File: config.mk
export PLATFORM = sky130hd
export DESIGN_NAME = button_gesture_classifier_unit
export DESIGN_NICKNAME = d
export VERILOG_FILES = /design/src/sv/bgc_pkg.sv /design/src/sv/bgc_core.sv /design/src/sv/button_gesture_classifier_unit.sv
export SDC_FILE = /design/constraint.sdc
export NUM_CORES = 1
export LEC_CHECK = 0
export BUFFER_PORTS_ARGS = -buffer_cell sky130_fd_sc_hd__buf_2
export CORE_UTILIZATION = 59
export DETAILED_ROUTE_END_ITERATION = 8
export PLACE_DENSITY = 0.81
export SETUP_SLACK_MARGIN = 0.2
export SLEW_MARGIN = 20
export SYNTH_ARGS = -nofsm -noshare
export SYNTH_HDL_FRONTEND = slang
export SYNTH_SLANG_ARGS = --single-unit
File: constraint.sdc
create_clock -name aclk -period 5.3 [get_ports aclk]
set_input_delay 1.325 -clock aclk [delete_from_list [all_inputs] [get_ports aclk]]
set_output_delay 1.325 -clock aclk [all_outputs]
set_load 0.005 [all_outputs]
File: src/sv/bgc_pkg.sv
package bgc_pkg;

    // Sizes of the per-button state
    localparam int NUM_BUTTONS = 2;
    localparam int COUNT_LIMIT = 125;
    localparam int COUNT_W     = 8;
    localparam int THR_W       = 7;
    localparam logic [THR_W-1:0] THR_RESET = 7'd7;

    // Gesture codes as they leave on the result word
    typedef enum logic [1:0] {
        GEST_PRESS  = 2'd0,
        GEST_TAP    = 2'd1,
        GEST_DTAP   = 2'd2,
        GEST_TPRESS = 2'd3
    } gesture_t;

    // One scan sample held in the input stage
    typedef struct packed {
        logic button;
        logic pressed;
    } scan_t;

    // Classification of one scan sample
    typedef struct packed {
        logic     hit;
        logic     button;
        gesture_t gesture;
    } result_t;

endpackage

File: src/sv/bgc_core.sv
module bgc_core (
    input  logic                        aclk,
    input  logic                        aresetn,
    input  logic                        fire,
    input  bgc_pkg::scan_t              scan,
    input  logic [bgc_pkg::THR_W-1:0]   thr,
    output bgc_pkg::result_t            res
);
    import bgc_pkg::*;

    localparam logic signed [COUNT_W:0] LIM_POS = (COUNT_W+1)'(COUNT_LIMIT);
    localparam logic signed [COUNT_W:0] LIM_NEG = -LIM_POS;

    logic signed [COUNT_W-1:0] count_reg [NUM_BUTTONS];
    logic                      tap_reg   [NUM_BUTTONS];

    logic signed [COUNT_W:0]   cur;
    logic signed [COUNT_W:0]   thr_s;
    logic signed [COUNT_W:0]   step;
    logic signed [COUNT_W:0]   cnt_next;
    logic                      tap_cur;
    logic                      tap_next;
    logic                      in_range;

    assign cur      = (COUNT_W+1)'(count_reg[scan.button]);
    assign tap_cur  = tap_reg[scan.button];
    assign thr_s    = $signed({2'b00, thr});
    assign in_range = (int'(scan.button) < NUM_BUTTONS);

    // Classify the sample and work out the new count and tap flag
    always_comb begin
        step        = '0;
        cnt_next    = cur;
        tap_next    = tap_cur;
        res.hit     = 1'b0;
        res.button  = scan.button;
        res.gesture = GEST_PRESS;
        if (scan.pressed) begin
            step     = (cur < 0) ? (COUNT_W+1)'(1) : cur + (COUNT_W+1)'(1);
            cnt_next = (step > LIM_POS) ? LIM_POS : step;
        end else if (cur > 0) begin
            if (tap_cur) begin
                res.hit     = in_range;
                res.gesture = (cur < thr_s) ? GEST_DTAP : GEST_TPRESS;
                tap_next    = 1'b0;
                cnt_next    = '0;
            end else if (cur >= thr_s) begin
                res.hit     = in_range;
                res.gesture = GEST_PRESS;
                cnt_next    = '0;
            end else begin
                tap_next = 1'b1;
                cnt_next = -(COUNT_W+1)'(1);
            end
        end else begin
            step     = cur - (COUNT_W+1)'(1);
            cnt_next = (step < LIM_NEG) ? LIM_NEG : step;
            if (tap_cur && (cnt_next <= -thr_s)) begin
                res.hit     = in_range;
                res.gesture = GEST_TAP;
                tap_next    = 1'b0;
                cnt_next    = '0;
            end
        end
    end

    // Write back the state of the scanned button
    always_ff @(posedge aclk) begin
        if (!aresetn) begin
            for (int i = 0; i < NUM_BUTTONS; i++) begin
                count_reg[i] <= '0;
                tap_reg[i]   <= 1'b0;
            end
        end else if (fire && in_range) begin
            count_reg[scan.button] <= cnt_next[COUNT_W-1:0];
            tap_reg[scan.button]   <= tap_next;
        end
    end

    // The count of button 0 never leaves the saturation range
    a_count_range: assert property (@(posedge aclk) disable iff (!aresetn)
        ($signed(count_reg[0]) <= COUNT_LIMIT) && ($signed(count_reg[0]) >= -COUNT_LIMIT))
        else $error("scan count of button 0 out of range");

    // A gesture is only ever reported on an up scan
    a_hit_on_up: assert property (@(posedge aclk) disable iff (!aresetn)
        res.hit |-> !scan.pressed)
        else $error("gesture reported on a down scan");

    // Reporting a gesture always leaves the tap flag clear
    a_hit_clears_tap: assert property (@(posedge aclk) disable iff (!aresetn)
        (fire && res.hit) |=> !tap_reg[$past(scan.button)])
        else $error("tap flag still set after a gesture");

endmodule

File: src/sv/button_gesture_classifier_unit.sv
// Button gesture classifier. Each input word is one scan sample of one button
// and the block answers with zero or one result word (press, single tap,
// double tap, tap then press). One word is taken every clock cycle while the
// result side is not stalled. An accepted sample is held in the input register
// while the per-button count and tap flag go through a single read-modify-write,
// and the result is then loaded into the result register. A result word held
// back by m_tready stalls the input side. press_threshold is written on the cfg
// channel, which is always ready; the user must write it only while no words are
// in flight, and the block itself does not enforce this.
module button_gesture_classifier_unit (
    input  logic                        aclk,
    input  logic                        aresetn,
    input  logic                        cfg_valid,
    output logic                        cfg_ready,
    input  logic [bgc_pkg::THR_W-1:0]   cfg_data,
    input  logic                        s_tvalid,
    output logic                        s_tready,
    input  logic [7:0]                  s_tdata,   // [0] button_index, [1] pressed
    output logic                        m_tvalid,
    input  logic                        m_tready,
    output logic [7:0]                  m_tdata    // [0] event_button, [2:1] gesture
);
    import bgc_pkg::*;

    logic [THR_W-1:0] thr_reg;
    logic             in_valid_reg;
    scan_t            in_reg;
    logic             out_valid_reg;
    logic             out_button_reg;
    gesture_t         out_gesture_reg;
    logic             out_free;
    logic             fire;
    result_t          res;

    assign cfg_ready = 1'b1;
    assign out_free  = !out_valid_reg || m_tready;
    assign fire      = in_valid_reg && out_free;
    assign s_tready  = !in_valid_reg || out_free;
    assign m_tvalid  = out_valid_reg;
    assign m_tdata   = {5'b0, out_gesture_reg, out_button_reg};

    // Hold the threshold register
    always_ff @(posedge aclk) begin
        if (!aresetn) begin
            thr_reg <= THR_RESET;
        end else if (cfg_valid && cfg_ready) begin
            thr_reg <= cfg_data;
        end
    end

    // Input stage: take a word whenever the stage is empty or draining
    always_ff @(posedge aclk) begin
        if (!aresetn) begin
            in_valid_reg <= 1'b0;
        end else if (s_tready) begin
            in_valid_reg <= s_tvalid;
        end
    end

    always_ff @(posedge aclk) begin
        if (s_tready && s_tvalid) begin
            in_reg.button  <= s_tdata[0];
            in_reg.pressed <= s_tdata[1];
        end
    end

    bgc_core u_core (
        .aclk    (aclk),
        .aresetn (aresetn),
        .fire    (fire),
        .scan    (in_reg),
        .thr     (thr_reg),
        .res     (res)
    );

    // Result stage: load on advance, drop once taken
    always_ff @(posedge aclk) begin
        if (!aresetn) begin
            out_valid_reg <= 1'b0;
        end else if (out_free) begin
            out_valid_reg <= fire && res.hit;
        end
    end

    always_ff @(posedge aclk) begin
        if (fire && res.hit) begin
            out_button_reg  <= res.button;
            out_gesture_reg <= res.gesture;
        end
    end

    // A stalled sample stays in the input stage
    a_in_hold: assert property (@(posedge aclk) disable iff (!aresetn)
        (in_valid_reg && !out_free) |=> (in_valid_reg && $stable(in_reg)))
        else $error("input word lost while stalled");

    // A new result only follows an advancing sample that hit
    a_out_origin: assert property (@(posedge aclk) disable iff (!aresetn)
        $rose(out_valid_reg) |-> $past(fire && res.hit))
        else $error("result word without a source sample");

    // Input register is never overwritten while it cannot advance
    a_no_overrun: assert property (@(posedge aclk) disable iff (!aresetn)
        (in_valid_reg && !fire) |-> !s_tready)
        else $error("input accepted over a stalled word");

endmodule
# Word level (Yosys, flattened, before mapping)
# Memory sizes are Yosys's and may differ from the RTL's. A register that Yosys moved wholly into a read port is not among the register bits.
# Cells that the tools add are included.
# W data, S select, Z words.
# totals
register_bits	14
ramBits	18
inputBits	20
out_inout_bits	11
wordCells	63
mem_count	2
# memory_table
memory	words	width	rd	rd_clocked_by_memory_dff	wr	line	text
u_core.count_reg	2	8	1	1	2	bgc_core.sv:14	logic signed [COUNT_W-1:0] count_reg [NUM_BUTTONS];
u_core.tap_reg	2	1	1	1	2	bgc_core.sv:15	logic tap_reg [NUM_BUTTONS];
# op_classes
add_sub_neg	3
magnitude_cmp	7
n_mux	34
n_reduce_logical	10
# op_table
op	n
$mux W8	7
$mux W1	23
$mux W9	2
$add A8 B2 Y9 const B	1
$gt A9 B8 Y1 const B	1
$le A9 B9 Y1	1
$lt A9 B8 Y1 const B	1
$neg A7 Y9	1
$sub A8 B2 Y9 const B	1
$ge A8 B8 Y1	1
$gt A8 B1 Y1 const B	1
$lt A8 B1 Y1 const B	1
$lt A8 B8 Y1	1
$reduce_or A8 Y1	1
$logic_and A1 B1 Y1	4
$mux W2	2
$logic_not A1 Y1	2
$logic_or A1 B1 Y1	2
$reduce_or A1 Y1	1

# Longest topological paths before layout
# Gate-level depths: netlist of run 1.
# depth
depth_word	9
mapped_depth	20
ltp_nobuf	17

# Modules after synthesis
# Synthesis of run 1 repeated with hierarchy kept, for this count alone.
# hier_totals
hier_cells	293
hier_area_um2	2762.6
# by_module_without_submodules
mod	instances	cells_per_inst	area_per_inst_um2	seq_area_each_um2
bgc_core	1	243	2192.1	520.5
button_gesture_classifier_unit	1	50	570.5	330.3

# Least setup slack after synthesis of run 1
# No wires, ideal clock.
# synth_timing
path_kind	reg-to-reg
from	reg with a tool-made name
to	reg out_button_reg, enable pin
setup_time_ps	371
t_arrival_ps	4134
required_time_ps	4929
slack_ps	794
stages_incl_launch_ff	17
path_buffers	3
synth_period_minus_slack_ps	4506
path_cell_list	dfxtp_1 buf_6 buf_6 mux2i_1 ha_1 and3_1 xor2_1 o41ai_1 ha_1 clkbuf_1 nor2_1 ha_1 a211oi_1 o221ai_1 a2111oi_1 nor3_4 nor4bb_1
# synth_rtl
item	line	text
to (signal assigned)	button_gesture_classifier_unit.sv:87	out_button_reg <= res.button;
to (decl)	button_gesture_classifier_unit.sv:29	logic out_button_reg;

==> results by group, run 1 <==
Hold path
  – Startpoint of the worst hold path: u_core.tap_reg[0]
  – Worst min-delay path class: register to register

Detailed routing
  – Detailed Route WL: 5.97 mm
  – DR vias: roughly 2200
  – Initial DRC Count: about 170
  – Pre-antenna DRT Iters: 5
  – Wire per inst: 17.0 µm
  – Vias per inst: ~6.4
  – Routed Antenna Nets: 0
  – DRC viols: 0

Placement
  – Placed cell count: roughly 340
  – Pre-CTS setup slack: approximately 0.31 ns
  – DP Wirelength: 4.37 mm
  – Dpl cell area: 2730 µm²
  – Port buffer count: 18
  – GP Congestion: roughly 0.92

Finish
  – Layout Nets: about 340
  – Share of cells above drive strength 1: 17.5%
  – Final core occ: 69.7%
  – Most frequent cells in the layout: nand2_1, ha_1, edfxtp_1
  – Final instance count without filler cells: 352
  – Design area: around 2900 µm²
  – Ant. Diodes: 0
  – Commonest non-fill, non-tap cell in the layout: nand2_1
  – Max FFs per register: 16
  – Area grow syn2layout: 9.59%

Floorplan
  – I/O Pins: 31
  – Chip height: ~69 µm
  – Die W: roughly 69 µm
  – Cell row count: 23
  – Core Region: 4140 µm²
  – Die footprint: 4740 µm²
  – Initial Utilization: 63.6%

Global routing
  – Busiest grt layer: met2
  – First-pass GRT wire length: 9.46 mm
  – Global-route met3 utilization: a little under 7%
  – M2 GR Usage: about 43%
  – Initial antenna violation count: 0
  – GR Overflow Total: 0
  – Largest net degree at the start of global routing: 20
  – Vias in the first global route: around 2000
  – Met1 Use GR: 36.2%
  – Total GRT Usage: ~28%

Power
  – Max VDD drop: 0.214 mV
  – Pwr dens: 283 nW/µm²
  – Leakage: around 1.2 nW

Worst setup path
  – Worst path max stage delay: 0.57 ns
  – Critical Path, Cell by Cell: buf_4 -> or4b_1 -> o41ai_2 -> nand3_1 -> mux2i_1 -> o41ai_1 -> ha_1 -> nor2_1 -> ha_1 -> nand4_1 -> nor3_1 -> a2111oi_1 -> buf_4 -> nor4_1 -> a221oi_1 -> nor3b_1
  – CP Launch Type: register
  – Worst Path Required: ~5.4 ns
  – CP max FO: 18
  – Crit-path slowest cell: nor4_1
  – Crit path kind: register to register
  – CP Capture Type: register
  – Worst Path Arrival: ~5 ns

Clock tree
  – CTS tree: done
  – Clock Latency Late Sink: 0.30 ns
  – Clk Tree Root Cell: clkbuf_8
  – H-tree Lvls: 2
  – # hold bufs at CTS: 0
  – Setup bufs post-CTS: 0
  – TritonCTS Buffers: 5
  – CTS max path bufs: 2
  – Num Clock Sinks: 33
  – Clock transition at the registers of the reported paths: roughly 0.08 ns

Synthesis
  – Async S/R FF share, synth: 0%
  – Number of different library cells in the post-synthesis netlist: 59
  – EDFF count, synth: 21
  – Register area share after synthesis: about a third
  – Mapped Area: roughly 2600 µm²
  – Mean Syn Cell Area: approximately 9.2 µm²
  – Seq cells post-synth: 33
  – Synth Warn #: 0
  – Most used DFF post-synth: edfxtp_1
  – Post-synthesis instance total: 285

Timing
  – Fmax: 209 MHz
  – Fin crit share: around 90%
  – Hold Vio Cnt, Final: 0
  – Fin worst setup slack: 0.516 ns
  – Final min period: 4.78 ns
  – Fin Setup TNS: 0 ns
  – Relative slew slack: about half
  – Unrepaired setup endpoints after global routing: true
  – Worst-Margin Slew: between 0.7 and 0.8 ns
  – Final setup violation count: 0
  – Max Slew Vio Count: 0
  – Fin Clk Skew: 0.0141 ns

Job
  – Max-cap violations: 0

Status
  – Outcome: finished, final reports clean
-- synthesized netlist by cell type, drive strengths merged, types with 7 or more instances --
master   n  area share [%]
a21oi   10             1.9
a221oi   7             2.6
buf      9             2.8
clkbuf   9             1.3
dfxtp   12             9.1
edfxtp  21              24
ha      21              10
inv     15             2.1
mux2i   13             5.4
nand2   25             3.6
nand3    9             1.7
nand4    7             1.7
nor2    21             3.1
nor2b   11             2.6
nor3    12             2.7
o21ai    9             1.7
xnor2   10             3.3
-- worst max-delay path: cells and delay by family (launching register included) --
family                     cells  cell delay (ns)
and+or+nand+nor                7             2.16
adders and majority gates      2             0.79
AOI/OAI and AO/OA              4             0.58
DFF                            1             0.51
buffers and inverters          2             0.36
muxes                          1             0.22
-- metal layers --
layer / up-vias / share of wire (%)
li1: 1081 / -
met1: 1037 / 45
met2: 104 / 46
met3: 23 / 6.3
met4: 0 / 3.4
met5: - / 0
-- power breakdown --
group,switching [mW],leakage [nW],internal (mW),total (mW)
Clock,0.107,0.0687,0.189,0.296
Combinational,0.128,0.800,0.0876,0.215
Sequential,0.0180,0.315,0.287,0.305
-- final timing paths --
kind,slack [ns],end,cells past startpoint
max,0.52,u_core.count_reg[1][3],16
min,0.50,u_core.tap_reg[0],2
max reg2reg,0.52,u_core.count_reg[1][3],16
min reg2reg,0.50,u_core.tap_reg[0],2
-- metrics by stage --
stage               power [mW]  hold WS (ns)
floorplan                0.471         0.459
CTS                      0.812         0.496
global placement         0.512         0.475
finish                   0.817         0.496
detailed placement       0.516         0.486
global route             0.854         0.536
-- final cells by class --
type | count | area [µm²]
timing repair buffer | 23 | 128
clock inverter | 3 | 68.8
sequential | 33 | 875
multi-input combinational | 223 | 1630
clock buffer | 5 | 68.8
inverter | 15 | 56.3
fill | 317 | 1260
tap | 50 | 62.6
-- cells by family after synthesis --
family / count (synthesis) / share of synthesized area [%]
multiplexers: 19 / 7.93
XOR/XNOR: 14 / 4.65
AO/OA/AOI/OAI: 52 / 14.6
adder cells (fa/ha/maj): 21 / 9.97
flip-flops: 33 / 33.0
AND/OR/NAND/NOR: 111 / 23.2
buffers and inverters: 33 / 6.27
other: 2 / 0.285
-- repair_timing --
item,in CTS,in global routing
hold endpoints to repair,0,0
resized for setup,0,4
setup endpoints to repair,0,20
(Power assumes the default switching activity.)
==> run 2: changes to the inputs <==
CORE_UTILIZATION = 46   (was 59)
PLACE_DENSITY = 0.65   (was 0.81)
SYNTH_HIERARCHICAL = 1   (was unset)
==> results by group, run 2 <==
Floorplan
  – Die W: 79.5 µm (+15%)
  – I/O Pins: 31 (unchanged)
  – Core Region: 5640 µm² (+36%)
  – Initial Utilization: 49.0% (-15 points)
  – Die footprint: 6320 µm² (+33%)
  – Cell row count: 27 (+17%)
  – Chip height: 79.5 µm (+15%)

Placement
  – GP Congestion: 0.839 (-9.0%)
  – DP Wirelength: 4.69 mm (+7.3%)
  – Pre-CTS setup slack: 0.162 ns (-0.153 ns)
  – Port buffer count: 18 (unchanged)

Worst setup path
  – CP max FO: 9 (-9)
  – Crit path buf inv count: 3 (+1)
  – CP Capture Type: register
  – Worst path max stage delay: 0.42 ns (-0.15 ns)
  – Crit path kind: register to register
  – Critical Path, Cell by Cell: buf_4 -> mux2i_4 -> ha_1 -> inv_1 -> a2111oi_1 -> a41oi_1 -> o31ai_1 -> ha_2 -> inv_1 -> and2_1 -> ha_1 -> nand4_1 -> o311a_1 -> o22ai_4 -> a21oi_1 -> nor3_1 -> nand2_1 -> nor2_1
  – Top Family by Delay on Critical Path: compound AO/OA/AOI/OAI gates
  – CP Launch Type: register
  – Worst Path Arrival: 4.85 ns (-0.07 ns)
  – Crit-path slowest cell: o311a_1
  – Flop-to-flop setup slack: 0.41 ns (-0.11 ns)
  – Worst Path Required: 5.26 ns (-0.18 ns)

Synthesis
  – Count leader, synth: nor2_1
  – Synth Warn #: 6 (+6)
  – Number of different library cells in the post-synthesis netlist: 68 (+15%)
  – Mean Syn Cell Area: 9.43 µm² (+2.0%)
  – Largest cells by area after synthesis: edfxtp_1, ha_1, dfxtp_1, mux2i_4, mux2i_1
  – Yosys top cell area share: 22.8% (-1.1 points)
  – Register area share after synthesis: 30.8% (-2.3 points)
  – Top cells by count, synth: nor2_1, edfxtp_1, ha_1, inv_1, nand2_1
  – Async S/R FF share, synth: 0% (unchanged)
  – Post-synthesis instance total: 293 (+2.8%)
  – Most used DFF post-synth: edfxtp_1
  – Mapped Area: 2760 µm² (+4.8%)
  – Seq cells post-synth: 32 (-3.0%)
  – EDFF count, synth: 21 (unchanged)
  – Synth area leader: edfxtp_1

Detailed routing
  – DRC viols: 0 (unchanged)
  – DR vias: 2205 (-1.8%)
  – Initial DRC Count: 153 (-7.3%)
  – Vias per inst: 5.71 (-10%)
  – Detailed Route WL: 6.19 mm (+3.5%)
  – Routed Antenna Nets: 0 (unchanged)
  – Pre-antenna DRT Iters: 4 (-1)
  – Wire per inst: 16.0 µm (-5.6%)

Clock tree
  – H-tree Lvls: 2 (unchanged)
  – Clock Latency Late Sink: 0.27 ns (-0.03 ns)
  – TritonCTS Buffers: 5 (unchanged)
  – Clk Tree Root Cell: clkbuf_8
  – Num Clock Sinks: 32 (-3.0%)
  – Clock transition at the registers of the reported paths: 0.07 ns (about the same)
  – CTS max path bufs: 2 (unchanged)
  – # hold bufs at CTS: 0 (unchanged)
  – CTS tree: done

Power
  – Total Power: 0.694 mW (-15%)
  – Max VDD drop: 0.145 mV (-32%)
  – Leakage: 1.21 nW (+2.6%)
  – Pwr dens: 233 nW/µm² (-18%)

Timing
  – Unrepaired setup endpoints after global routing: false
  – Fin Setup TNS: 0 ns (unchanged)
  – Max Slew Vio Count: 0 (unchanged)
  – Fin crit share: 92.3% (+2.0 points)
  – Fmax: 204 MHz (-2.2%)
  – Fin worst setup slack: 0.408 ns (-0.108 ns)
  – Fin Clk Skew: 0.00470 ns (-0.00940 ns)
  – Final setup violation count: 0 (unchanged)
  – Fin Hold WS: 0.485 ns (-0.0117 ns)
  – Hold Vio Cnt, Final: 0 (unchanged)
  – Final min period: 4.89 ns (+0.108 ns)

Global routing
  – Largest net degree at the start of global routing: 17 (-15%)
  – Total GRT Usage: 20.8% (-7.3 points)
  – Initial antenna violation count: 0 (unchanged)
  – GR Overflow Total: 0 (unchanged)
  – First-pass GRT wire length: 10.1 mm (+6.7%)
  – Vias in the first global route: 2070 (+1.1%)

Hold path
  – Worst min-delay path class: register to register

Finish
  – Most frequent cells in the layout: nor2_1, edfxtp_1, inv_1
  – Max FFs per register: 16 (unchanged)
  – Commonest non-fill, non-tap cell in the layout: nor2_1
  – Layout Nets: 354 (+3.5%)
  – Share of cells above drive strength 1: 18.2% (+0.60 points)
  – Final core occ: 52.9% (-17 points)
  – Area grow syn2layout: 7.97%
  – Ant. Diodes: 0 (unchanged)

Status
  – Outcome: finished, final reports clean

Job
  – Max-cap violations: 0 (unchanged)
[run 2: cell count changes after synthesis, sizes merged, moves of 4 or more]
cell	previous run	this run
a221oi	7	0
nand2	25	19
a21oi	10	15
inv	15	22
buf	9	13
nor3	12	16
nor3b	6	2
clkbuf	9	5
[run 2: cells by family (layout without fill, tap and decap cells)]
family / after synthesis / after routing / share of synthesized area (%)
buffers and inverters: 40 / 57 / 8.11
and+or+nand+nor: 99 / 99 / 19.2
xor gates and xnor gates: 12 / 12 / 3.80
adders and majority gates: 21 / 21 / 9.51
AOI/OAI and AO/OA: 67 / 67 / 18.5
DFF: 32 / 32 / 30.8
muxes: 20 / 20 / 9.87
other: 2 / 6 / 0.272
[run 2: what timing repair did]
action | in CTS | in global routing
pin swaps | 0 | 1
setup buffers | 1 | 5
endpoints found under the setup margin | 3 | 16
resized for setup | 0 | 4
cloned | 0 | 0
[run 2: routing by layer]
metal	global-route usage [%]	vias to the layer above	routed length, µm
met5	0	-	0
met4	6.91	0	85
met3	2.63	8	266
met2	33.1	58	2840
met1	29.0	1031	2990
li1	-	1108	-
[run 2: worst paths after layout]
path / from / to / depth (start not counted)
worst min register to register: u_core/tap_reg[1] / u_core/tap_reg[1] / 2
worst max register to register: in_reg[1] / out_gesture_reg[1] / 18
worst max-delay path: in_reg[1] / out_gesture_reg[1] / 18
worst min-delay path: u_core/tap_reg[1] / u_core/tap_reg[1] / 2
[run 2: final cells by class]
type / instances / area, µm²
inverters: 22 / 82.6
flip-flops and latches: 32 / 851
multi-input cells: 225 / 1720
well taps: 72 / 90.1
repair buffers: 27 / 158
fillers: 525 / 2660
clock buffers: 6 / 72.6
clock inverters: 2 / 11.3
[run 2: per-stage QoR]
step	instances	area, µm²
floorplan	297	2780
global placement	372	2840
detailed placement	372	2840
CTS	381	2930
global route	386	2980
finish	386	2980
[run 2: worst register-to-register path, stage by stage, from the launching register on]
cell and delay (ns):
edfxtp_1 0.36, buf_4 0.19, mux2i_4 0.22, ha_1 0.38
inv_1 0.08, a2111oi_1 0.35, a41oi_1 0.11, o31ai_1 0.30
ha_2 0.32, inv_1 0.14, and2_1 0.17, ha_1 0.30
nand4_1 0.16, o311a_1 0.43, o22ai_4 0.29, a21oi_1 0.23
nor3_1 0.25, nand2_1 0.10, nor2_1 0.21
[run 2: report_power, final]
group          leakage (nW)  internal (mW)  total [mW]  switching [mW]
sequential            0.307          0.279       0.295          0.0160
combinational         0.868         0.0909       0.219           0.128
clock                0.0388         0.0910       0.179          0.0883
total                  1.21          0.461       0.694           0.233
